[src/sv/mvm_pkg.sv]
// ----------------------------------------------------------------------------
// mvm_pkg: shared types and constants for the matrix-vector multiplier
// Widths, register indexes, the token that walks the cell chain and the
// dimension clamp used by the front end.
// ----------------------------------------------------------------------------
package mvm_pkg;

    // largest matrix dimension, one chain cell per vector element
    localparam int MAX_DIM = 64;
    localparam int IDX_W   = (MAX_DIM > 1) ? $clog2(MAX_DIM) : 1;
    localparam int DIM_W   = IDX_W + 1;

    // fixed field widths
    localparam int VALUE_W  = 32;
    localparam int PROD_W   = 2 * VALUE_W;
    localparam int ROW_W    = 6;
    localparam int CFG_W    = 7;
    localparam int CFG_IDX_W = 1;
    localparam int FRAC_W   = 16;

    // configuration register indexes
    localparam logic [CFG_IDX_W-1:0] REG_ROWS = 1'd0;
    localparam logic [CFG_IDX_W-1:0] REG_COLS = 1'd1;

    localparam logic [CFG_W-1:0] DIM_RESET = 7'd4;

    // input command codes
    localparam logic CMD_VECTOR = 1'b0;
    localparam logic CMD_MATRIX = 1'b1;

    // token handed from cell to cell
    typedef struct packed {
        logic                      valid;
        logic                      load;
        logic [IDX_W-1:0]          idx;
        logic signed [VALUE_W-1:0] value;
        logic signed [VALUE_W-1:0] xval;
        logic                      first;
        logic                      emit;
        logic [ROW_W-1:0]          row;
        logic                      last;
    } mvm_token_t;

    // register value to effective dimension: zero acts as one, clamp at MAX_DIM
    function automatic logic [DIM_W-1:0] eff_dim(input logic [CFG_W-1:0] r);
        logic [DIM_W-1:0] d;
        if (r == '0)
            d = DIM_W'(1);
        else if (32'(r) > MAX_DIM)
            d = DIM_W'(MAX_DIM);
        else
            d = DIM_W'(r);
        return d;
    endfunction

endpackage

[src/sv/mvm_cell.sv]
// ----------------------------------------------------------------------------
// mvm_cell: one vector element cell
// Holds one element of x. A load token addressed to this cell writes it; a
// matrix token addressed to it picks it up. Every token moves on each cycle that adv is high.
// ----------------------------------------------------------------------------
module mvm_cell import mvm_pkg::*;
(
    input  logic             clk,
    input  logic             rst_n,
    input  logic             adv,
    input  logic [IDX_W-1:0] cell_index,
    input  mvm_token_t       tok_in,
    output mvm_token_t       tok_out
);

    logic signed [VALUE_W-1:0] x_reg;
    logic                      valid_reg;
    mvm_token_t                tok_reg, tok_next;
    logic                      hit;

    assign hit = tok_in.valid && (tok_in.idx == cell_index);

    // stored element
    always_ff @(posedge clk)
    begin
        if (adv && hit && tok_in.load)
            x_reg <= tok_in.value;
    end

    // token valid
    always_ff @(posedge clk or negedge rst_n)
    begin
        if (!rst_n)
            valid_reg <= 1'b0;
        else if (adv)
            valid_reg <= tok_in.valid;
    end

    // token payload, element picked up on a hit
    always_comb
    begin
        tok_next = tok_in;
        if (hit && !tok_in.load)
            tok_next.xval = x_reg;
    end

    always_ff @(posedge clk)
    begin
        if (adv)
            tok_reg <= tok_next;
    end

    always_comb
    begin
        tok_out       = tok_reg;
        tok_out.valid = valid_reg;
    end

endmodule

[config.mk]
export PLATFORM = sky130hd
export DESIGN_NAME = mvm_cell
export DESIGN_NICKNAME = d
export VERILOG_FILES = /design/src/sv/mvm_pkg.sv /design/src/sv/mvm_cell.sv
export SDC_FILE = /design/constraint.sdc
export NUM_CORES = 1
export LEC_CHECK = 0
export ABC_AREA = 1
export BUFFER_PORTS_ARGS = -buffer_cell sky130_fd_sc_hd__buf_2
export CELL_PAD_IN_SITES_DETAIL_PLACEMENT = 0
export CELL_PAD_IN_SITES_GLOBAL_PLACEMENT = 1
export CORE_MARGIN = 5
export CORE_UTILIZATION = 42
export CTS_BUF_LIST = sky130_fd_sc_hd__clkbuf_4 sky130_fd_sc_hd__clkbuf_8
export DETAILED_ROUTE_END_ITERATION = 12
export GPL_TIMING_DRIVEN = 1
export PLACE_DENSITY_LB_ADDON = 0.3
export SKIP_CTS_REPAIR_TIMING = 1
export SYNTH_ARGS = -nofsm -noshare
export SYNTH_HDL_FRONTEND = slang
export SYNTH_SLANG_ARGS = --single-unit
[constraint.sdc]
create_clock -name clk -period 1.8 [get_ports clk]
set_input_delay 0 -clock clk [delete_from_list [all_inputs] [get_ports clk]]
set_output_delay 0 -clock clk [all_outputs]
set_load 0.005 [all_outputs]
======== Word level (Yosys, flattened, before mapping) ========
Cells that the tools add are included.
W data, S select, Z words.
storage, ports and cells
  register bits ........................... 113
  bits in latches ......................... 0
  RAM bits ................................ 0
  memory bits (read-only) ................. 0
  input bits .............................. 90
  output and inout bits ................... 81
  word-level logic and storage cells ...... 17
  memories kept ........................... 0
operators by class
  add/subtract/negate cells ............... 0
  multipliers ............................. 0
  div/mod/pow operators ................... 0
  $lt $le $gt $ge ......................... 0
  equality and inequality tests ........... 1
  shift-type cells ........................ 0
  muxes and demuxes ....................... 1
  bitwise logic cells ..................... 0
  reductions and logical operators ........ 5
operators by type and width
  kind                 count
  $mux W32             1
  $eq A6 B6 Y1         1
  $logic_and A1 B1 Y1  4
  $logic_not A1 Y1     1

======== Longest topological paths before layout ========
  depth after elaboration ................. 4
  gate-level depth with buffers ........... 10
  gate-level depth less buffers ........... 9

======== Worst setup path before layout ========
No wires, ideal clock.
  kind .................................... input-to-reg
  from .................................... input tok_in[80] (netlist name)
  to ...................................... register x_reg[0], enable pin
  data arrival time ....................... 2.551 ns
  required time ........................... 1.339 ns
  setup slack ............................. -1.213 ns
  cell stages on the path ................. 4
  cells stage by stage .................... inv_1 > a21oi_1 > nand3_2 > nor3_1
between the ends
  word-level cells in the longest chain between the ends .. 3
ends and longest elaborated chain
  element                            line            source
  start, declared                    mvm_cell.sv:12  input mvm_token_t tok_in,
  $logic_and A1 B1 Y1                mvm_cell.sv:21  assign hit = tok_in.valid && (tok_in.idx == cell_index);
  $logic_and A1 B1 Y1 (2 in series)  mvm_cell.sv:26  if (adv && hit && tok_in.load)
  end signal, assigned               mvm_cell.sv:27  x_reg <= tok_in.value;
  end, declared                      mvm_cell.sv:16  logic signed [VALUE_W-1:0] x_reg;
Every way passes these cells.
A chain may end at the register's enable or synchronous reset.

======== Worst setup path after layout ========
  from .................................... input tok_in[73] (netlist name)
  to ...................................... register x_reg[2], enable pin
between the ends
  word-level cells in the longest chain between the ends .. 4
ends and longest elaborated chain
  element                            line
  $eq A6 B6 Y1                       mvm_cell.sv:21
  $logic_and A1 B1 Y1                mvm_cell.sv:21
  $logic_and A1 B1 Y1 (2 in series)  mvm_cell.sv:26
Every way passes these cells.

==> flow_summary.json <==
{
  "dp_hpwl_um": 6296,
  "fp.dieH_um": 109.4,
  "synth.top_cells.by_count": "edfxtp_1, nand2_1, nand3_1",
  "tightestPinTransition_ns": 0.4336,
  "wl_per_cell_um": 14.88,
  "ios": 171,
  "dieArea_mm2": 0.01197,
  "yosys-top-cells-area": "edfxtp_1, nand2_1, nand3_1",
  "fmax_mhz": 718.1,
  "critPathLaunchType": "input pin",
  "cts_tree": "yes",
  "netlist_instances": 275,
  "grt_usage": 0.1532,
  "area_growth_pct": 53.87,
  "status": "finished, final reports clean",
  "end_kind": "flop",
  "maxCapViolCount": 0,
  "finalClockSkew_ns": 0.009916,
  "place_ws_ns": 0.5119,
  "antenna_found_initial": 0,
  "grt_pass1_wl_um": 13310,
  "start_util": 0.4286,
  "power_density_mw_per_mm2": 943.4,
  "fin_crit_ns": 1.393,
  "cts_sinks": 113,
  "postRouteAntennaNets": 0,
  "cts_max_level": 4,
  "clockRootBuffer": "clkbuf_8",
  "yosysTopAreaCell": "edfxtp_1",
  "syn_area_mm2": 0.004150,
  "drt-initial-drc-count": 131,
  "finalCritPeriodShare": 0.7736,
  "instances_no_fill": 692,
  "drive_gt1_frac": 0.3953,
  "p_sw_frac": 0.2086,
  "io_buffers": 170,
  "required_ns": 1.90,
  "cts_made_buffers": 17,
  "crit_fanout": 17,
  "dr.pass1.iters": 4,
  "yosysWarnings": 0,
  "design_area_mm2": 0.006386,
  "fin_util": 0.6594,
  "hp-class": "input pin to flop",
  "power.net_switching_uw": 1257,
  "postPlaceCellArea_mm2": 0.005152,
  "synth_cell_types": 17,
  "ys_ff_latch": 113,
  "relSlewSlack": 0.7109,
  "slew_violations": 0,
  "power.leakage_uw": 0.002807,
  "core_mm2": 0.009684,
  "overflow": 0,
  "fin_ws_ns": 0.4075,
  "synth_fp_nets": 365,
  "async_flop_share": 0.008850,
  "grt_pass1_vias": 2725,
  "power_frac_clock": 0.398,
  "wl_um": 10300,
  "clkTransAtPathRegs_ns": 0.07,
  "grt_start_max_net_pins": 83,
  "tns_ns": 0,
  "viasPerCell": 4.419,
  "yosysSeqAreaShare": 0.8164,
  "cts_buffer_depth": 2,
  "synthFlopType": "edfxtp_1",
  "drc_errors": 0,
  "num_antenna_cells": 0,
  "ir_worst_vdd_mv": 0.6169,
  "seq_power_share": 0.510,
  "dr_total_vias": 3058,
  "synth_top_area_share": 0.8104,
  "largest_register_ffs": 80,
  "combPwrFrac": 0.092,
  "fin_nets": 636,
  "worstPathArrival_ns": 1.49,
  "syn_avg_cell_area_um2": 15.09,
  "clk-insertion-delay-late_ns": 0.42,
  "setup_viol": 0,
  "hold_viol": 0,
  "rows": 36,
  "p_int_uw": 4768,
  "rsz0062_at_grt": "no",
  "worst-setup-path-type": "input pin to flop",
  "synth_edf_count": 112,
  "gp_routability_congestion": 0.7044,
  "r2r_setup_slack_ns": 1.02,
  "placed_cells": 577,
  "yosysMostFrequentCell": "edfxtp_1",
  "die_x_um": 109.4
}
[metal layers]
metal | global-route usage | wire (um) | up-vias
met1 | 0.1829 | 3893 | 1423
met5 | 0 | 0 | -
met2 | 0.2406 | 5471 | 118
li1 | - | - | 1511
met3 | 0.07692 | 876 | 6
met4 | 0.05343 | 57 | 0
[through the flow]
| step | hold slack [ns] | power, uW |
|---|---|---|
| final | 0.1859 | 6025 |
| after global placement | -0.2239 | 3530 |
| after floorplan | -0.2956 | 3246 |
| after global routing | 0.1771 | 6273 |
| after detailed placement | -0.2205 | 3540 |
| after CTS | -0.6809 | 5951 |
[final cells by class]
| class | count | area [um2] |
|---|---|---|
| sequential | 113 | 3388 |
| fill | 736 | 3298 |
| timing repair buffer | 262 | 1764 |
| multi-input combinational | 136 | 604.3 |
| clock buffer | 21 | 264.0 |
| tap | 133 | 166.4 |
| clock inverter | 11 | 138.9 |
| inverter | 16 | 60.06 |
[worst paths after layout]
kind | start | to | depth (start not counted)
setup / recovery | tok_in[73] | x_reg[2] | 7
hold / removal | adv | tok_out[66] | 2
setup reg to reg | x_reg[1] | tok_out[10] | 2
hold reg to reg | x_reg[31] | tok_out[40] | 2
max in group asynchronous | rst_n | valid_reg | 3
min in group asynchronous | rst_n | valid_reg | 3
[critical path, stage by stage]
cell	delay, ns
dlygate4sd3_1	0.52
buf_2	0.12
inv_1	0.05
a21oi_1	0.15
nand3_2	0.15
nor3_4	0.21
buf_4	0.28
[power groups by stage]
stage	logic [uW]	clock network (uW)	registers [uW]
final	552	2400	3080
after global routing	609	2580	3090
after CTS	413	2470	3070
after detailed placement	412	0	3130
after global placement	406	0	3120
after floorplan	93.3	0	3150
[cells in the final DEF (no fill, tap or decap), drive strengths merged, types with 3 or more instances in the layout]
cell type,count
buf,179
nor2,6
nand3,35
bufinv,3
dlygate4sd3,83
nand2,89
a21oi,4
inv,16
clkbuf,21
edfxtp,112
clkinv,7
[logic make-up (layout without fill, tap and decap cells)]
family | count (synthesis) | count (layout) | share of synthesized area
AO/OA/AOI/OAI | 5 | 5 | 0.006932
buffers and inverters | 26 | 310 | 0.04070
flip-flops | 113 | 113 | 0.8164
AND/OR/NAND/NOR | 131 | 131 | 0.1360
Power figures use the tool's default switching activity.
