===== src/sv/mvm_pkg.sv =====
// ----------------------------------------------------------------------------
// mvm_pkg: shared types and constants for the matrix-vector multiplier
// Widths, register indexes, the token that walks the cell chain and the
// dimension clamp used by the front end.
// ----------------------------------------------------------------------------
package mvm_pkg;

    // largest matrix dimension, one chain cell per vector element
    localparam int MAX_DIM = 64;
    localparam int IDX_W   = (MAX_DIM > 1) ? $clog2(MAX_DIM) : 1;
    localparam int DIM_W   = IDX_W + 1;

    // fixed field widths
    localparam int VALUE_W  = 32;
    localparam int PROD_W   = 2 * VALUE_W;
    localparam int ROW_W    = 6;
    localparam int CFG_W    = 7;
    localparam int CFG_IDX_W = 1;
    localparam int FRAC_W   = 16;

    // configuration register indexes
    localparam logic [CFG_IDX_W-1:0] REG_ROWS = 1'd0;
    localparam logic [CFG_IDX_W-1:0] REG_COLS = 1'd1;

    localparam logic [CFG_W-1:0] DIM_RESET = 7'd4;

    // input command codes
    localparam logic CMD_VECTOR = 1'b0;
    localparam logic CMD_MATRIX = 1'b1;

    // token handed from cell to cell
    typedef struct packed {
        logic                      valid;
        logic                      load;
        logic [IDX_W-1:0]          idx;
        logic signed [VALUE_W-1:0] value;
        logic signed [VALUE_W-1:0] xval;
        logic                      first;
        logic                      emit;
        logic [ROW_W-1:0]          row;
        logic                      last;
    } mvm_token_t;

    // register value to effective dimension: zero acts as one, clamp at MAX_DIM
    function automatic logic [DIM_W-1:0] eff_dim(input logic [CFG_W-1:0] r);
        logic [DIM_W-1:0] d;
        if (r == '0)
            d = DIM_W'(1);
        else if (32'(r) > MAX_DIM)
            d = DIM_W'(MAX_DIM);
        else
            d = DIM_W'(r);
        return d;
    endfunction

endpackage


===== src/sv/mvm_mac.sv =====
// ----------------------------------------------------------------------------
// mvm_mac: multiply, accumulate and row output
// Multiplies each matrix element by its vector element, adds the product
// into a saturating 64-bit accumulator and turns a finished row into Q16.16.
// ----------------------------------------------------------------------------
module mvm_mac import mvm_pkg::*;
(
    input  logic                      clk,
    input  logic                      rst_n,
    input  mvm_token_t                tok,
    output logic                      adv,
    output logic                      out_valid,
    input  logic                      out_ready,
    output logic signed [VALUE_W-1:0] row_sum,
    output logic [ROW_W-1:0]          row_number,
    output logic                      last
);

    localparam int SH_W = PROD_W - FRAC_W;

    // multiply stage
    logic                     mul_valid_reg;
    logic                     mul_first_reg;
    logic                     mul_emit_reg;
    logic [ROW_W-1:0]         mul_row_reg;
    logic                     mul_last_reg;
    logic signed [PROD_W-1:0] mul_prod_reg;

    // accumulate stage
    logic signed [PROD_W-1:0] acc_reg, acc_next;
    logic                     fin_valid_reg;
    logic [ROW_W-1:0]         fin_row_reg;
    logic                     fin_last_reg;

    // output stage
    logic                      out_valid_reg, out_valid_next;
    logic signed [VALUE_W-1:0] row_sum_reg, row_sum_next;
    logic [ROW_W-1:0]          row_number_reg;
    logic                      last_reg;

    logic signed [PROD_W-1:0] acc_base;
    logic signed [PROD_W:0]   acc_wide;
    logic signed [SH_W-1:0]   acc_shift;

    // stall only when a finished row meets a full output register
    assign adv = !(fin_valid_reg && out_valid_reg && !out_ready);

    // product of element and vector entry
    always_ff @(posedge clk or negedge rst_n)
    begin
        if (!rst_n)
            mul_valid_reg <= 1'b0;
        else if (adv)
            mul_valid_reg <= tok.valid && !tok.load;
    end

    always_ff @(posedge clk)
    begin
        if (adv)
        begin
            mul_first_reg <= tok.first;
            mul_emit_reg  <= tok.emit;
            mul_row_reg   <= tok.row;
            mul_last_reg  <= tok.last;
            mul_prod_reg  <= tok.value * tok.xval;
        end
    end

    // saturating accumulate
    always_comb
    begin
        acc_base = mul_first_reg ? '0 : acc_reg;
        acc_wide = {acc_base[PROD_W-1], acc_base} + {mul_prod_reg[PROD_W-1], mul_prod_reg};
        if (acc_wide[PROD_W] != acc_wide[PROD_W-1])
            acc_next = acc_wide[PROD_W] ? {1'b1, {(PROD_W-1){1'b0}}}
                                        : {1'b0, {(PROD_W-1){1'b1}}};
        else
            acc_next = acc_wide[PROD_W-1:0];
    end

    always_ff @(posedge clk or negedge rst_n)
    begin
        if (!rst_n)
        begin
            acc_reg       <= '0;
            fin_valid_reg <= 1'b0;
        end
        else if (adv)
        begin
            if (mul_valid_reg)
                acc_reg <= acc_next;
            fin_valid_reg <= mul_valid_reg && mul_emit_reg;
        end
    end

    always_ff @(posedge clk)
    begin
        if (adv)
        begin
            fin_row_reg  <= mul_row_reg;
            fin_last_reg <= mul_last_reg;
        end
    end

    // floor shift to Q16.16 and saturate to 32 bits
    always_comb
    begin
        acc_shift = acc_reg[PROD_W-1:FRAC_W];
        if (acc_shift[SH_W-1:VALUE_W-1] == '0 || acc_shift[SH_W-1:VALUE_W-1] == '1)
            row_sum_next = acc_shift[VALUE_W-1:0];
        else
            row_sum_next = acc_shift[SH_W-1] ? {1'b1, {(VALUE_W-1){1'b0}}}
                                             : {1'b0, {(VALUE_W-1){1'b1}}};
    end

    // output register
    always_comb
    begin
        out_valid_next = out_valid_reg && !out_ready;
        if (adv && fin_valid_reg)
            out_valid_next = 1'b1;
    end

    always_ff @(posedge clk or negedge rst_n)
    begin
        if (!rst_n)
            out_valid_reg <= 1'b0;
        else
            out_valid_reg <= out_valid_next;
    end

    always_ff @(posedge clk)
    begin
        if (adv && fin_valid_reg)
        begin
            row_sum_reg    <= row_sum_next;
            row_number_reg <= fin_row_reg;
            last_reg       <= fin_last_reg;
        end
    end

    assign out_valid  = out_valid_reg;
    assign row_sum    = row_sum_reg;
    assign row_number = row_number_reg;
    assign last       = last_reg;

    // a finished row waiting on a stall is not dropped
    assert property (@(posedge clk) disable iff (!rst_n)
        fin_valid_reg && !adv |=> fin_valid_reg)
        else $error("finished row lost during a stall");

    // the pipeline stalls only against a full, untaken output register
    assert property (@(posedge clk) disable iff (!rst_n)
        !adv |-> out_valid_reg && !out_ready && fin_valid_reg)
        else $error("pipeline stalled without output back pressure");

    // a row leaving the accumulator reaches the output in the next cycle
    assert property (@(posedge clk) disable iff (!rst_n)
        adv && fin_valid_reg |=> out_valid_reg)
        else $error("finished row not presented at the output");

endmodule


===== config.mk =====
export PLATFORM = sky130hd
export DESIGN_NAME = mvm_mac
export DESIGN_NICKNAME = d
export VERILOG_FILES = /design/src/sv/mvm_pkg.sv /design/src/sv/mvm_mac.sv
export SDC_FILE = /design/constraint.sdc
export NUM_CORES = 2
export LEC_CHECK = 0
export ABC_AREA = 1
export BUFFER_PORTS_ARGS = -buffer_cell sky130_fd_sc_hd__buf_2
export CORE_MARGIN = 4
export CORE_UTILIZATION = 31
export CTS_CLUSTER_SIZE = 40
export DETAILED_ROUTE_END_ITERATION = 6
export GPL_ROUTABILITY_DRIVEN = 0
export GPL_TIMING_DRIVEN = 0
export PLACE_DENSITY = 0.41
export SKIP_LAST_GASP = 1
export SYNTH_ARGS = -nofsm -noshare
export SYNTH_HDL_FRONTEND = slang
export SYNTH_SLANG_ARGS = --single-unit

===== constraint.sdc =====
create_clock -name clk -period 7.36 [get_ports clk]
set_clock_uncertainty 0.05 [all_clocks]
set_input_delay 0.736 -clock clk [delete_from_list [all_inputs] [get_ports clk]]
set_output_delay 0.736 -clock clk [all_outputs]
set_load 0.01 [all_outputs]

# Yosys cells after proc, flatten, opt, wreduce, memory -nomap -nowiden
# Cells that the tools add are included.
[totals]
elab_cells = 37
out_inout_bits = 41
regBits = 186
input_bits = 84
[classes]
n_mux = 6
eq_ne = 2
n_reduce_logical = 12
addsub = 1
multipliers = 1
bitwise = 1
[op_table]
columns = ["op", "count"]
rows = [
  ["64-bit 2-to-1 mux", 3],
  ["64-bit by 64-bit adder with 65-bit output", 1],
  ["32-bit by 32-bit multiplier with 64-bit output", 1],
  ["32-bit 2-to-1 mux", 2],
  ["17-bit equality test, second input constant", 1],
  ["17-bit logical NOT", 1],
  ["1-bit logical AND", 6],
  ["1-bit logical NOT", 3],
  ["2-bit AND reduction", 1],
  ["1-bit logical OR", 1],
  ["1-bit 2-to-1 mux", 1],
  ["1-bit != test", 1],
  ["1-bit inverter", 1],
]

# Depth between registers and ports, before layout
[depth]
word_depth = 5
ltp_mapped = 32
depth_no_buf = 31

# Worst setup path before layout
# Ideal clock, no wire load.
[synth_path]
path_kind = "input port to flip-flop"
start = "input port tok[72] in the netlist's numbering"
end = "register mul_prod_reg[59] (data pin)"
stages = 26
n_path_buf = 1
slack_ns = -0.323
arrival_time_ns = 7.374
setup_ns = 0.259
t_required_ns = 7.051
path_cell_list = "clkbuf_1 nand2_1 inv_1 fa_1 inv_1 fa_1 inv_1 fa_1 fa_1 inv_1 fa_1 inv_1 fa_1 inv_1 fa_1 inv_1 fa_1 ha_1 nand2_1 inv_1 nand2_1 nand2_1 o21bai_1 a221oi_1 nand3_1 xor2_1"
[synth_between]
elab_chain_cells = 1
[synth_rtl]
columns = ["item", "line", "text"]
rows = [
  ["start: declaration", "mvm_mac.sv:10", "input mvm_token_t tok,"],
  ["32-bit by 32-bit multiplier with 64-bit output", "mvm_mac.sv:65", "mul_prod_reg <= tok.value * tok.xval;"],
  ["end signal: assignment", "mvm_mac.sv:65", ""],
  ["end: declaration", "mvm_mac.sv:27", "logic signed [PROD_W-1:0] mul_prod_reg;"],
]
# No other way between the ends.
# A chain may end at the register's enable or synchronous reset.

# Worst setup path after layout
[layout_path]
start = "input port tok[72] in the netlist's numbering"
end = "register mul_prod_reg[60] (data pin)"
# Same word-level chain as after synthesis.

==> flow_summary.yaml <==
sta:
  hold_viol: 0
  rsz0062_at_grt: "yes"
  tightest_slew_ns: 0.9441
  slew_violations: 0
  finalCritPeriodShare_pct: 102.2
  setup_viol: 11
  setup_slack_ns: -0.1644
  slew_headroom_pct: 36.48
  min_period_ns: 7.524
  max_freq_mhz: 132.9
synth:
  synth_area_leaders: "fa_1 43%, inv_1 14%, nand2_1 13%, edfxtp_1 7.1%, ha_1 6.1%"
  yosys.area.top_type: "fa_1"
  syn-num-nets: 7875
  yosys_register_bits: 186
  netlist_area_um2: 50500
  synth_cell_type_count: 41
  yosysTopAreaCellShare_pct: 42.93
  avgSynthCellArea_um2: 7.817
  async_flop_share_pct: 36.02
  synth-edff-count: 119
  ys_seq_area_share_pct: 10.40
  ys.flop_type: "edfxtp_1"
  synth_common_cells: "1897 x inv_1, 1705 x nand2_1, 1083 x fa_1"
  ys_warn_count: 0
  syn_inst: 6460
  synth.most_common_cell: "inv_1"
grt:
  antenna_found_initial: 10
  grt_pass1_wl_um: 306400
  grt_pass1_vias: 43960
  grt_use_total_pct: 25.20
  grt_remaining_overflow: 0
  grt_max_degree: 69
setup_path:
  critical_path_class: "input pin to flop"
  worstPathRequired_ns: 7.56
  critPathMaxStageDelay_ns: 0.65
  crit_top_cell: "inv_2"
  regToRegSetupSlack_ns: 3.13
  crit_start: "tok[72]"
  reg2reg_depth: 16
  critPathArrivalTime_ns: 7.73
  critPathMaxFanout: 7
  start_kind: "input pin"
  crit_slowest_cell: "fa_2"
  worst_setup_path_end_kind: "flop"
  rr_endpoint: "acc_reg[2]$_DFFE_PN0P_"
  r2r-start: "mul_first_reg$_DFFE_PN_"
floorplanning:
  initial_core_util_pct: 31.31
  fp.coreArea_um2: 161300
  rows: 147
  die_x_um: 411.6
  die_area_um2: 169400
  die_y_um: 411.6
  pin_count: 125
drt:
  viasPerCell: 4.691
  via_count: 41510
  drc: 0
  drtPass1Iterations: 5
  drt_iter0_drc: 3011
  ant_nets: 0
  wirelength_um: 210400
  wl_per_cell_um: 23.78
flow_run:
  cap_violations: 0
placement:
  dp_slack_ns: -2.346
  hpwlAfterDp_um: 182000
  port_buffers: 118
clocking:
  cts_buffers: 17
  clk_pin_slew_ns: 0.09
  cts_tree: "done"
  cts.root.buffer_cell: "clkbuf_16"
  numClockSinks: 186
  h-tree-depth: 4
  cts.path.max_buffers: 2
  clk_latency_ns: 0.49
status:
  status: "complete, but fails checks"
  violations: "setup timing"
final_layout:
  finalNetCount: 8086
  n_fill_cell: 17280
  drive_gt1_share_pct: 12.81
  area_growth_pct: 15.42
min_path:
  min_path_type: "input pin to flop"
  min_to: "mul_row_reg[3]$_DFFE_PN_"
  hp-start: "tok[4]"
  min_path_cells: 1
==> stage by stage <==
stage          cells  hold slack [ns]  instance area (um2)  TNS (ns)  util (%)
6_report        8849           0.3603                58290   -0.9571     36.13
4_1_cts         8803           0.3167                56740   -0.3498     35.17
3_3_place_gp    8738           0.3505                54010    -70.37     33.48
5_1_grt         8844           0.3206                58270    -3.618     36.13
2_1_floorplan   6460           0.3503                50710   -0.1265         -
3_5_place_dp    8741           0.3545                54100    -69.85     33.54
==> worst max-delay path, delay by kind of cell <==
| family | cells | cell delay (ns) |
|---|---|---|
| XOR/XNOR | 1 | 0.07 |
| adder cells (fa/ha/maj) | 9 | 4.80 |
| buffers and inverters | 13 | 1.21 |
| AND/OR/NAND/NOR | 7 | 0.91 |
==> layer usage <==
metal  vias up  routed length (um)  part of all wire, %  track usage (%)
met5         -                   5               0.0024                0
met4         2                7702                  3.7            7.328
met3       230               13970                  6.6            3.855
met2      1239               95670                   45            40.73
met1     21230               93090                   44            34.94
li1      18810                   -                    -                -
==> repair_timing <==
item                                    4_1_cts  5_1_grt
resized for setup                           580      405
gates cloned                                  0        2
pin swaps                                    23       92
setup buffers                                29       39
endpoints found under the hold margin         6        0
hold buffers                                  1        0
endpoints found under the setup margin       47       37
==> layout make-up <==
| cell class | count | area [um2] | area share (%) |
|---|---|---|---|
| multi-input cells | 4137 | 38670 | 66.35 |
| inverters | 1912 | 7202 | 12.36 |
| flip-flops and latches | 186 | 5250 | 9.007 |
| well taps | 2160 | 2703 | 4.637 |
| plain buffers | 225 | 2422 | 4.156 |
| repair buffers | 192 | 1380 | 2.368 |
| clock buffers | 17 | 425.4 | 0.7299 |
| clock inverters | 15 | 220.2 | 0.3778 |
| diodes | 5 | 12.51 | 0.02147 |
==> worst max-delay path by stage <==
stage | depth (start not counted) | endpoint | slack [ns]
2_1_floorplan | 29 | mul_prod_reg[63]$_DFFE_PN_ | -0.05
3_3_place_gp | 29 | mul_prod_reg[63]$_DFFE_PN_ | -2.33
3_5_place_dp | 29 | mul_prod_reg[63]$_DFFE_PN_ | -2.35
4_1_cts | 33 | mul_prod_reg[63]$_DFFE_PN_ | -0.12
5_1_grt | 30 | mul_prod_reg[53]$_DFFE_PN_ | -0.33
6_report | 30 | mul_prod_reg[60]$_DFFE_PN_ | -0.16
==> cells by family after synthesis <==
kind of cell    Yosys count  share of synthesized area (%)
simple gates           2318                          18.09
buf+inv                2137                          16.02
fa+ha+maj              1331                          49.08
compound gates          389                          4.698
flops                   186                          10.40
xor+xnor                 99                          1.717
==> cells in the final DEF, fill, tap and decap left out, types with 18 or more instances in the layout <==
cell	synthesis	layout
a21oi_1	149	119
a21oi_2	70	93
buf_2	0	99
buf_4	6	93
buf_6	6	43
buf_8	0	38
clkbuf_1	213	22
clkbuf_16	0	31
clkbuf_2	0	18
clkbuf_4	0	43
clkbuf_8	0	38
dfrtp_1	67	67
edfxtp_1	119	119
fa_1	1083	1034
fa_2	0	49
ha_1	248	208
ha_4	0	28
inv_1	1897	1852
inv_2	14	51
nand2_1	1705	1677
nand2_2	10	26
nand3_1	106	90
nand4_1	32	32
nor2_1	395	348
nor2_2	6	43
o21ai_0	96	74
o21bai_1	32	30
xnor2_1	25	18
xor2_1	74	62
Power is not shown: default switching activity piles up to over one toggle a cycle in this logic, so the estimate is an artifact.
