**src/sv/mvm_pkg.sv**
```systemverilog
// ----------------------------------------------------------------------------
// mvm_pkg: shared types and constants for the matrix-vector multiplier
// Widths, register indexes, the token that walks the cell chain and the
// dimension clamp used by the front end.
// ----------------------------------------------------------------------------
package mvm_pkg;

    // largest matrix dimension, one chain cell per vector element
    localparam int MAX_DIM = 64;
    localparam int IDX_W   = (MAX_DIM > 1) ? $clog2(MAX_DIM) : 1;
    localparam int DIM_W   = IDX_W + 1;

    // fixed field widths
    localparam int VALUE_W  = 32;
    localparam int PROD_W   = 2 * VALUE_W;
    localparam int ROW_W    = 6;
    localparam int CFG_W    = 7;
    localparam int CFG_IDX_W = 1;
    localparam int FRAC_W   = 16;

    // configuration register indexes
    localparam logic [CFG_IDX_W-1:0] REG_ROWS = 1'd0;
    localparam logic [CFG_IDX_W-1:0] REG_COLS = 1'd1;

    localparam logic [CFG_W-1:0] DIM_RESET = 7'd4;

    // input command codes
    localparam logic CMD_VECTOR = 1'b0;
    localparam logic CMD_MATRIX = 1'b1;

    // token handed from cell to cell
    typedef struct packed {
        logic                      valid;
        logic                      load;
        logic [IDX_W-1:0]          idx;
        logic signed [VALUE_W-1:0] value;
        logic signed [VALUE_W-1:0] xval;
        logic                      first;
        logic                      emit;
        logic [ROW_W-1:0]          row;
        logic                      last;
    } mvm_token_t;

    // register value to effective dimension: zero acts as one, clamp at MAX_DIM
    function automatic logic [DIM_W-1:0] eff_dim(input logic [CFG_W-1:0] r);
        logic [DIM_W-1:0] d;
        if (r == '0)
            d = DIM_W'(1);
        else if (32'(r) > MAX_DIM)
            d = DIM_W'(MAX_DIM);
        else
            d = DIM_W'(r);
        return d;
    endfunction

endpackage

```
**src/sv/mvm_ctrl.sv**
```systemverilog
// ----------------------------------------------------------------------------
// mvm_ctrl: front end
// Holds the configuration registers and the load, column and row positions,
// and turns each accepted element into a token for the cell chain.
// ----------------------------------------------------------------------------
module mvm_ctrl import mvm_pkg::*;
(
    input  logic                  clk,
    input  logic                  rst_n,
    input  logic                  cfg_we,
    input  logic [CFG_IDX_W-1:0]  cfg_index,
    input  logic [CFG_W-1:0]      cfg_data,
    input  logic                  adv,
    input  logic                  in_valid,
    input  logic                  in_cmd,
    input  logic [VALUE_W-1:0]    in_value,
    output mvm_token_t            tok
);

    logic [CFG_W-1:0] rows_reg;
    logic [CFG_W-1:0] cols_reg;
    logic [IDX_W-1:0] load_pos_reg, load_pos_next;
    logic [IDX_W-1:0] col_pos_reg, col_pos_next;
    logic [IDX_W-1:0] row_pos_reg, row_pos_next;

    logic [DIM_W-1:0] rows_eff;
    logic [DIM_W-1:0] cols_eff;
    logic [IDX_W-1:0] load_idx;
    logic [IDX_W-1:0] col_idx;
    logic [IDX_W-1:0] row_idx;
    logic [DIM_W-1:0] load_inc;
    logic [DIM_W-1:0] col_inc;
    logic [DIM_W-1:0] row_inc;
    logic             accept;
    logic             row_done;
    logic             final_row;

    // configuration writes
    always_ff @(posedge clk or negedge rst_n)
    begin
        if (!rst_n)
        begin
            rows_reg <= DIM_RESET;
            cols_reg <= DIM_RESET;
        end
        else if (cfg_we)
        begin
            case (cfg_index)
                REG_ROWS: rows_reg <= cfg_data;
                REG_COLS: cols_reg <= cfg_data;
                default:  ;
            endcase
        end
    end

    // positions wrapped into the current dimensions
    always_comb
    begin
        rows_eff  = eff_dim(rows_reg);
        cols_eff  = eff_dim(cols_reg);
        accept    = in_valid && adv;
        load_idx  = ({1'b0, load_pos_reg} >= cols_eff) ? '0 : load_pos_reg;
        col_idx   = ({1'b0, col_pos_reg} >= cols_eff) ? '0 : col_pos_reg;
        row_idx   = ({1'b0, row_pos_reg} >= rows_eff) ? '0 : row_pos_reg;
        load_inc  = {1'b0, load_idx} + DIM_W'(1);
        col_inc   = {1'b0, col_idx} + DIM_W'(1);
        row_inc   = {1'b0, row_idx} + DIM_W'(1);
        row_done  = col_inc >= cols_eff;
        final_row = row_inc >= rows_eff;
    end

    // next positions
    always_comb
    begin
        load_pos_next = load_pos_reg;
        col_pos_next  = col_pos_reg;
        row_pos_next  = row_pos_reg;
        if (accept)
        begin
            if (in_cmd == CMD_VECTOR)
            begin
                load_pos_next = (load_inc >= cols_eff) ? '0 : load_inc[IDX_W-1:0];
                col_pos_next  = '0;
                row_pos_next  = '0;
            end
            else
            begin
                load_pos_next = '0;
                if (row_done)
                begin
                    col_pos_next = '0;
                    row_pos_next = final_row ? '0 : row_inc[IDX_W-1:0];
                end
                else
                begin
                    col_pos_next = col_inc[IDX_W-1:0];
                    row_pos_next = row_idx;
                end
            end
        end
    end

    always_ff @(posedge clk or negedge rst_n)
    begin
        if (!rst_n)
        begin
            load_pos_reg <= '0;
            col_pos_reg  <= '0;
            row_pos_reg  <= '0;
        end
        else
        begin
            load_pos_reg <= load_pos_next;
            col_pos_reg  <= col_pos_next;
            row_pos_reg  <= row_pos_next;
        end
    end

    // token for the head of the chain
    always_comb
    begin
        tok.valid = accept;
        tok.load  = (in_cmd == CMD_VECTOR);
        tok.idx   = (in_cmd == CMD_VECTOR) ? load_idx : col_idx;
        tok.value = $signed(in_value);
        tok.xval  = '0;
        tok.first = (col_idx == '0);
        tok.emit  = row_done;
        tok.row   = ROW_W'(row_idx);
        tok.last  = final_row;
    end

    // a completed row restarts at column zero
    assert property (@(posedge clk) disable iff (!rst_n)
        accept && (in_cmd == CMD_MATRIX) && row_done |=> col_pos_reg == '0)
        else $error("column position not cleared after a row");

    // a vector transfer restarts the matrix position
    assert property (@(posedge clk) disable iff (!rst_n)
        accept && (in_cmd == CMD_VECTOR) |=> (col_pos_reg == '0) && (row_pos_reg == '0))
        else $error("matrix position not cleared by a vector load");

endmodule

```
**config.mk**
```make
export PLATFORM = sky130hd
export DESIGN_NAME = mvm_ctrl
export DESIGN_NICKNAME = d
export VERILOG_FILES = /design/src/sv/mvm_pkg.sv /design/src/sv/mvm_ctrl.sv
export SDC_FILE = /design/constraint.sdc
export NUM_CORES = 1
export LEC_CHECK = 0
export BUFFER_PORTS_ARGS = -buffer_cell sky130_fd_sc_hd__buf_2
export CORE_AREA = 2 2 114 116
export CTS_BUF_LIST = sky130_fd_sc_hd__clkbuf_16
export DETAILED_ROUTE_END_ITERATION = 16
export DIE_AREA = 0 0 116 118
export SYNTH_ARGS = -nofsm -noshare
export SYNTH_HDL_FRONTEND = slang
export SYNTH_SLANG_ARGS = --single-unit
```
**constraint.sdc**
```tcl
create_clock -name clk -period 7.6 [get_ports clk]
set_input_delay 1.52 -clock clk [delete_from_list [all_inputs] [get_ports clk]]
set_output_delay 1.52 -clock clk [all_outputs]
set_load 0.05 [all_outputs]
```
Word level (Yosys, flattened, before mapping)
Index checks and enable logic that the tools add are counted.

cells by class
  $add $sub $neg = 3
  order comparisons = 8
  muxes and demuxes = 15
  bitwise gates (word level) = 2
  reductions and logical operators = 6

operators with widths
  cell                                                   count
  two-way mux 6 bit                                      11
  two-way mux 7 bit                                      4
  adder 6 x 1 -> 7 bit (second input constant)           3
  >= comparator 6 x 7 -> 1 bit                           3
  >= comparator 7 bit                                    3
  greater-than comparator 7 bit (second input constant)  2
  zero test 7 bit                                        2
  zero test 6 bit                                        1
  AND reduction 2 bit                                    2
  NOT 1 bit                                              2
  logical AND 1 bit                                      1

storage, ports and cells
  register bits after elaboration = 32
  bits of input ports = 46
  output and inout bits = 81
  word-level logic and storage cells = 39

Logic depth before layout (Yosys ltp)
Gate-level depths: netlist of the first run.

  word-level depth = 10
  depth in mapped cells = 22
  depth with buffers taken out = 21

Worst setup path after synthesis of the first run
No wires, ideal clock.

  path kind = register to output
  start point = register rows_reg[2]
  end point = output port tok[0] (netlist name)
  arrival time = 3,620 ps
  required time = 6,080 ps
  path slack = 2,460 ps
  cell stages (with the launch flop) = 19
  path buffers = 2
  path through = dfstp_2 > nor3_1 > a21oi_1 > nor2_1 > ha_1 > nor2b_1 > o21ai_0 > a2bb2oi_1 > buf_4 > and2_1 > ha_1 > nand3_1 > xnor2_1 > and2_1 > ha_1 > nand4_1 > and3_1 > o21ai_2 > buf_4

RTL lines
  what                      line            source
  start: declaration        mvm_ctrl.sv:20  logic [CFG_W-1:0] rows_reg;
  start signal: assignment  mvm_ctrl.sv:49  REG_ROWS: rows_reg <= cfg_data;
  end: declaration          mvm_ctrl.sv:17  output mvm_token_t tok

==> summary.md, run 1 <==
| Metric | Value |
|---|---|
| Max-slew violation total from the final report | `0` |
| Gr ovfl total | `0` |
| Core area | `12410 sq um` |
| DR iter-0 viols | `130` |
| Max-cap check violation count | `0` |
| Post-cts resize count | `0` |
| Setup crit end kind | `primary output` |
| Yosys reg bits | `32` |
| DR vias | `2398` |
| Clk sinks | `32` |
| Synth area leaders | `dfrtp_1, ha_1, buf_4, mux2_2, nand2_1` |
| Finished Layout Cells | `525` |
| # fillers | `1356` |
| Post-Syn Area | `3186 sq um` |
| Maximum clock frequency | `167.0 MHz` |
| GPL Wtd Cong | `0.8416` |
| First drt pass iteration count | `4` |
| Total wire length | `6.889 mm` |
| Max_slew headroom | `0.3607` |
| Post-synth top area share | `0.2357` |
| Post-synth EDFFs | `0` |
| First-pass GRT wire length | `11.50 mm` |
| Switching share of power | `0.4205` |
| Syn-to-layout area delta | `3.221%` |
| FF-to-FF path depth | `20` |
| Routed vias/inst | `4.568` |
| ANT nets after route | `0` |
| Starting density of the core | `0.2566` |
| Synth cell types | `49` |
| Root buffer cell | `clkbuf_16` |
| Worst vdd ir | `137.2 uV` |
| Post-route minimum period | `around 6.0 ns` |
| Commonest cells in the netlist | `buf_4, ha_1, nand2_1` |
| Layout cell share with drive strength beyond 1 | `0.2011` |
| RSZ-0062 raised after global routing | `false` |
| Pint | `around 0.00040 W` |
| Most used flip-flop cell after synthesis | `dfrtp_1` |
| Synth area leader | `dfrtp_1` |
| Reg clk slew, reported paths | `roughly 0.060 ns` |
| WHS Path Cells | `1` |
| Least-Margin Pin Slew | `0.9552 ns` |
| Mapped Cells | `356` |
| Largest net degree at the start of global routing | `33` |
| Cell Rows | `41` |
| Psw | `0.0002892 W` |
| Tightest Hold Check Type | `flop to flop` |
| Avg Cell Area, Syn | `8.948 sq um` |
| Fin crit share | `0.7878` |
| Pwr dens | `209.1 nW/um^2` |
| WP data required | `6.08 ns` |
| Remaining routing DRC violations | `0` |
| DIE HEIGHT | `between 100 and 150 um` |
| Critical Path Start Type | `flop` |
| Port bufs | `30` |
| H-tree depth | `2` |
| Status | `completed` |
| Pleak | `~1.6 nW` |
| Worst-path maximum fanout | `12` |
| Flop pwr share | `0.306` |
| # diodes | `0` |
| Fin nets | `441` |
| CTS buffer count | `5` |
| DR WL/cell | `between 10 and 15 um` |
| Initial antenna violation count | `0` |
| Setup violators final | `0` |
| CTS max path bufs | `2` |
| Async S/R FF share, synth | `1.000` |
| Total Power | `approximately 0.0007 W` |
| Critical path arrival | `4.47 ns` |
| Die area | `13690 sq um` |
| CTS tree | `built` |
| Post-Place Cells | `between 500 and 600` |
| Critical path class | `flop to primary output` |
| Final Hold Vio Count | `0` |
| Gate power share | `0.399` |
| Setup Fix Bufs, Post-CTS | `0` |
| Setup_tns | `0 ns` |
| Hpwl dp | `5.490 mm` |
| Num ports | `about 130` |
| Clk network pwr share | `0.295` |
| Syn. warnings | `0` |
| Sequential share of the synthesized area | `0.2522` |
| Clock Skew | `0.005587 ns` |
| Most frequent cell after synthesis | `buf_4` |
| Width of the die | `116 um` |
| GRT Overall Usage | `0.1041` |
| Worst-Skew Late Latency | `between 0.2 and 0.3 ns` |
| Cts hold-fix bufs | `0` |
| Number of global-route vias before repair | `2362` |
==> worst max-delay path, cell delays in order (launching register included) <==
cell and delay (ns):
dfstp_2 0.54, nor3_1 0.05, a21oi_1 0.17, nor2_1 0.08
ha_1 0.27, nor2b_1 0.09, o21ai_0 0.09, a2bb2oi_1 0.77
and2_1 0.32, ha_1 0.30, nand3_1 0.15, xnor2_1 0.15
and2_1 0.16, ha_1 0.29, nand4_1 0.08, and3_1 0.20
o21ai_2 0.14, buf_2 0.33
==> worst paths after layout <==
kind	slack, ns	start	end
min in group asynchronous	1.30	rst_n	rows_reg[5]
max	1.61	rows_reg[2]	tok[0]
min	0.53	cols_reg[0]	cols_reg[0]
max reg2reg	2.90	cols_reg[3]	row_pos_reg[4]
max in group asynchronous	5.82	rst_n	col_pos_reg[4]
min reg2reg	0.53	cols_reg[0]	cols_reg[0]
==> power groups by stage <==
stage / Sequential, W / Combinational (W) / Clock (W)
2_1_floorplan: 0.000206 / 0.000283 / 0
3_3_place_gp: 0.000212 / 0.000270 / 0
3_5_place_dp: 0.000213 / 0.000276 / 0
4_1_cts: 0.000210 / 0.000277 / 0.000208
5_1_grt: 0.000213 / 0.000304 / 0.000216
6_report: 0.000210 / 0.000274 / 0.000203
==> through the flow <==
stage | hold slack, ns | util | cell area [sq um] | setup slack [ns]
2_1_floorplan | 0.4803 | - | 3302 | 2.460
3_3_place_gp | 0.5067 | 0.2529 | 3139 | 2.123
3_5_place_dp | 0.5172 | 0.2529 | 3139 | 1.959
4_1_cts | 0.5301 | 0.2649 | 3288 | 1.647
5_1_grt | 0.5415 | 0.2649 | 3288 | 1.327
6_report | 0.5274 | 0.2649 | 3288 | 1.613
==> area by class of cell <==
| class | instances | area (sq um) | area share |
|---|---|---|---|
| Clock buffer | 5 | 125.1 | 0.03805 |
| Multi-Input combinational cell | 270 | 1922 | 0.5845 |
| Clock inverter | 3 | 23.77 | 0.007230 |
| Sequential cell | 32 | 803.3 | 0.2443 |
| Timing Repair Buffer | 30 | 150.1 | 0.04566 |
| Tap cell | 172 | 215.2 | 0.06545 |
| Inverter | 13 | 48.80 | 0.01484 |
==> cells by family after synthesis <==
| logic type | share of synthesized area |
|---|---|
| other | 0.001177 |
| adder cells (fa/ha/maj) | 0.1689 |
| AND/OR/NAND/NOR | 0.1728 |
| multiplexers | 0.04910 |
| AO/OA/AOI/OAI | 0.1473 |
| buffers and inverters | 0.1811 |
| XOR/XNOR | 0.02749 |
| flip-flops | 0.2522 |
==> layer usage <==
layer,share of wire,wire [um],vias to the layer above,global-route usage
met3,0.043,297,30,0.01957
met1,0.44,3044,1144,0.1296
met2,0.48,3298,66,0.1678
met5,0,0,-,0
met4,0.036,248,0,0.05655
li1,-,-,1158,-
==> cell usage in the layout, fill, tap and decap left out, drive strengths merged, types with 4 or more instances in the layout <==
master,n
a22o,9
nor2b,4
mux2,13
inv,13
dfrtp,30
a21oi,17
a21o,9
nand3,13
nor2,12
xnor2,6
buf,30
conb,32
and3,6
xor2,4
nand2,38
clkbuf,5
o21ai,19
ha,43
nand4,6
nor3,5
and2,10
Power figures use the tool's default switching activity.
==> run 2: changes to the inputs <==
==> constraint.sdc (replaced) <==
create_clock -name clk -period 5.9 [get_ports clk]
set_input_delay 1.18 -clock clk [delete_from_list [all_inputs] [get_ports clk]]
set_output_delay 1.18 -clock clk [all_outputs]
set_load 0.05 [all_outputs]
==> summary.md, run 2 (synthesis gave the netlist of run 1 again) <==
| Metric | Value |
|---|---|
| Number of global-route vias before repair | `2415` |
| Worst setup startpoint | `cols_reg[3]` |
| Pleak | `~1.6 nW` |
| Gr ovfl total | `0` |
| Routing usage on met3 | `0.01957` |
| Cell Rows | `slightly above 40` |
| Setup Fix Bufs, Post-CTS | `0` |
| H-tree depth | `2` |
| CTS tree | `built` |
| CP max stage delay | `approximately 0.4 ns` |
| Pwr dens | `279.8 nW/um^2` |
| GRT met1 Usage | `0.1304` |
| Placement-stage cell area | `3154 sq um` |
| CTS buffer count | `5` |
| Critical path class | `flop to primary output` |
| Critical path arrival | `3.99 ns` |
| Most common cell after layout, fill and taps aside | `ha_1` |
| Final Hold Vio Count | `0` |
| Worst-path maximum fanout | `5` |
| First-pass GRT wire length | `approximately 12 mm` |
| Num ports | `127` |
| Max_slew headroom | `0.4430` |
| GPL Wtd Cong | `0.8060` |
| CTS max path bufs | `2` |
| Status | `completed` |
| Area of the multi-input gates | `1922 sq um` |
| Syn-to-layout area delta | `4.281%` |
| Clock Skew | `0.006067 ns` |
| DR vias | `around 2400` |
| # fillers | `1372` |
| Max-cap check violation count | `0` |
| ANT nets after route | `0` |
| GRT Overall Usage | `0.1044` |
| Hold path startpoint | `rows_reg[0]` |
| Commonest non-fill, non-tap cells in the layout | `ha_1, nand2_1, conb_1` |
| Least-Margin Pin Slew | `0.8324 ns` |
| Setup_tns | `0 ns` |
| Post-route minimum period | `a little over 5 ns` |
| Register area | `803.3 sq um` |
| Setup violators final | `0` |
| Largest net degree at the start of global routing | `33` |
| Die area | `13690 sq um` |
| Crit path buffers/inverters | `2` |
| Routed vias/inst | `4.571` |
| Remaining routing DRC violations | `0` |
| Crit-path cells | `nor3_1 > a21oi_1 > nor2_1 > ha_1 > nor2b_1 > o21ai_0 > nand4_1 > a21o_1 > nand2_1 > inv_1 > ha_1 > nand3_1 > nor4bb_1 > ha_1 > nand4_1 > and3_1 > o21ai_2 > buf_2` |
| RR Startpoint | `cols_reg[3]` |
| Post-cts resize count | `0` |
| Initial antenna violation count | `0` |
| Fin nets | `roughly 440` |
| DR WL/cell | `13.36 um` |
| Cts hold-fix bufs | `0` |
| Worst-Skew Late Latency | `0.28 ns` |
| Setup crit end kind | `primary output` |
| DR iter-0 viols | `128` |
| Maximum clock frequency | `roughly 190 MHz` |
| Met2 Use GR | `0.1692` |
| RSZ-0062 raised after global routing | `false` |
| WP data required | `roughly 4.7 ns` |
| Root buffer cell | `clkbuf_16` |
| GRT busiest layer | `met2` |
| Critical Path Start Type | `flop` |
| DIE HEIGHT | `118 um` |
| Layout cell share with drive strength beyond 1 | `0.2056` |
| Worst vdd ir | `114.6 uV` |
| Max-slew violation total from the final report | `0` |
| Clk sinks | `32` |
| Total wire length | `around 7 mm` |
| Crit path max-delay family | `simple AND/OR/NAND/NOR gates` |
| Slowest library cell on the worst path | `dfrtp_1` |
| # diodes | `0` |
| Most used cell, CP | `ha_1` |
| Design area | `~3300 sq um` |
| Port bufs | `30` |
| Width of the die | `116 um` |
| First drt pass iteration count | `4` |
| Fin crit share | `0.8769` |
| Core area | `between 10000 and 15000 sq um` |
| Starting density of the core | `0.2566` |
| Reg clk slew, reported paths | `0.05 ns` |
| Tightest Hold Check Type | `flop to flop` |
| Hpwl dp | `5.631 mm` |
-- run 2: changes by cell type in the layout (fill, tap and decap cells not counted) --
cell | previous run | this run
buf_4 | 0 | 2
bufinv_16 | 0 | 1
clkinv_2 | 0 | 1
clkinv_4 | 1 | 0
clkinvlp_4 | 2 | 1
-- run 2: cell type report --
type / count / area share
Clock buffer: 5 / 0.03766
Clock inverter: 3 / 0.01281
Inverter: 13 / 0.01469
Multi-Input combinational cell: 270 / 0.5785
Sequential cell: 32 / 0.2418
Tap cell: 172 / 0.06478
Timing Repair Buffer: 32 / 0.04972
-- run 2: worst reg2reg max path, cell delays in order, from the launching register on --
cell      delay [ns]
dfrtp_1         0.40
nor3_1          0.18
a21oi_1         0.10
nor2_1          0.24
ha_1            0.29
nor2b_1         0.10
o21ai_0         0.11
nand4_1         0.14
a21o_1          0.22
nand2_1         0.13
inv_1           0.10
ha_1            0.23
nand3_1         0.15
nor4bb_1        0.35
ha_1            0.34
a21oi_1         0.15
and3_1          0.18
o21ai_2         0.09
nor2_1          0.66
o21ai_0         0.21
o311ai_1        0.13
-- run 2: metal layers --
| layer | vias to the layer above | wire length, um |
|---|---|---|
| met5 | - | 0 |
| met4 | 0 | 184 |
| met3 | 27 | 335 |
| met2 | 68 | 3450 |
| met1 | 1158 | 3071 |
| li1 | 1156 | - |
-- run 2: stage by stage --
| stage | hold slack (ns) | setup slack [ns] | utilization | cells | total power, W |
|---|---|---|---|---|---|
| final | 0.5257 | 0.7261 | 0.2676 | 527 | 0.0009295 |
| after global routing | 0.5506 | 0.3802 | 0.2676 | 527 | 0.0009900 |
| after CTS | 0.5249 | 0.7146 | 0.2676 | 527 | 0.0009398 |
| after detailed placement | 0.5122 | 1.016 | 0.2541 | 519 | 0.0006358 |
| after global placement | 0.5079 | 1.083 | 0.2541 | 519 | 0.0006270 |
| after floorplan | 0.4803 | 1.100 | - | 387 | 0.0006299 |
-- run 2: power by group --
part	internal (W)	switching, W	leakage (nW)
Combinational	0.000114	0.000246	1.13
Clock	0.000198	0.000100	0.0798
Sequential	0.000246	0.0000258	0.410
Total	0.000557	0.000372	1.62
-- run 2: final timing paths --
check                                        to  slack [ns]  cells after the start
worst max-delay path                     tok[7]        0.73                     18
worst min-delay path                rows_reg[0]        0.53                      1
worst max register to register   row_pos_reg[4]        1.31                     20
worst min register to register      rows_reg[0]        0.53                      1
max in group asynchronous       load_pos_reg[2]        4.45                      1
min in group asynchronous           rows_reg[0]        0.97                      1
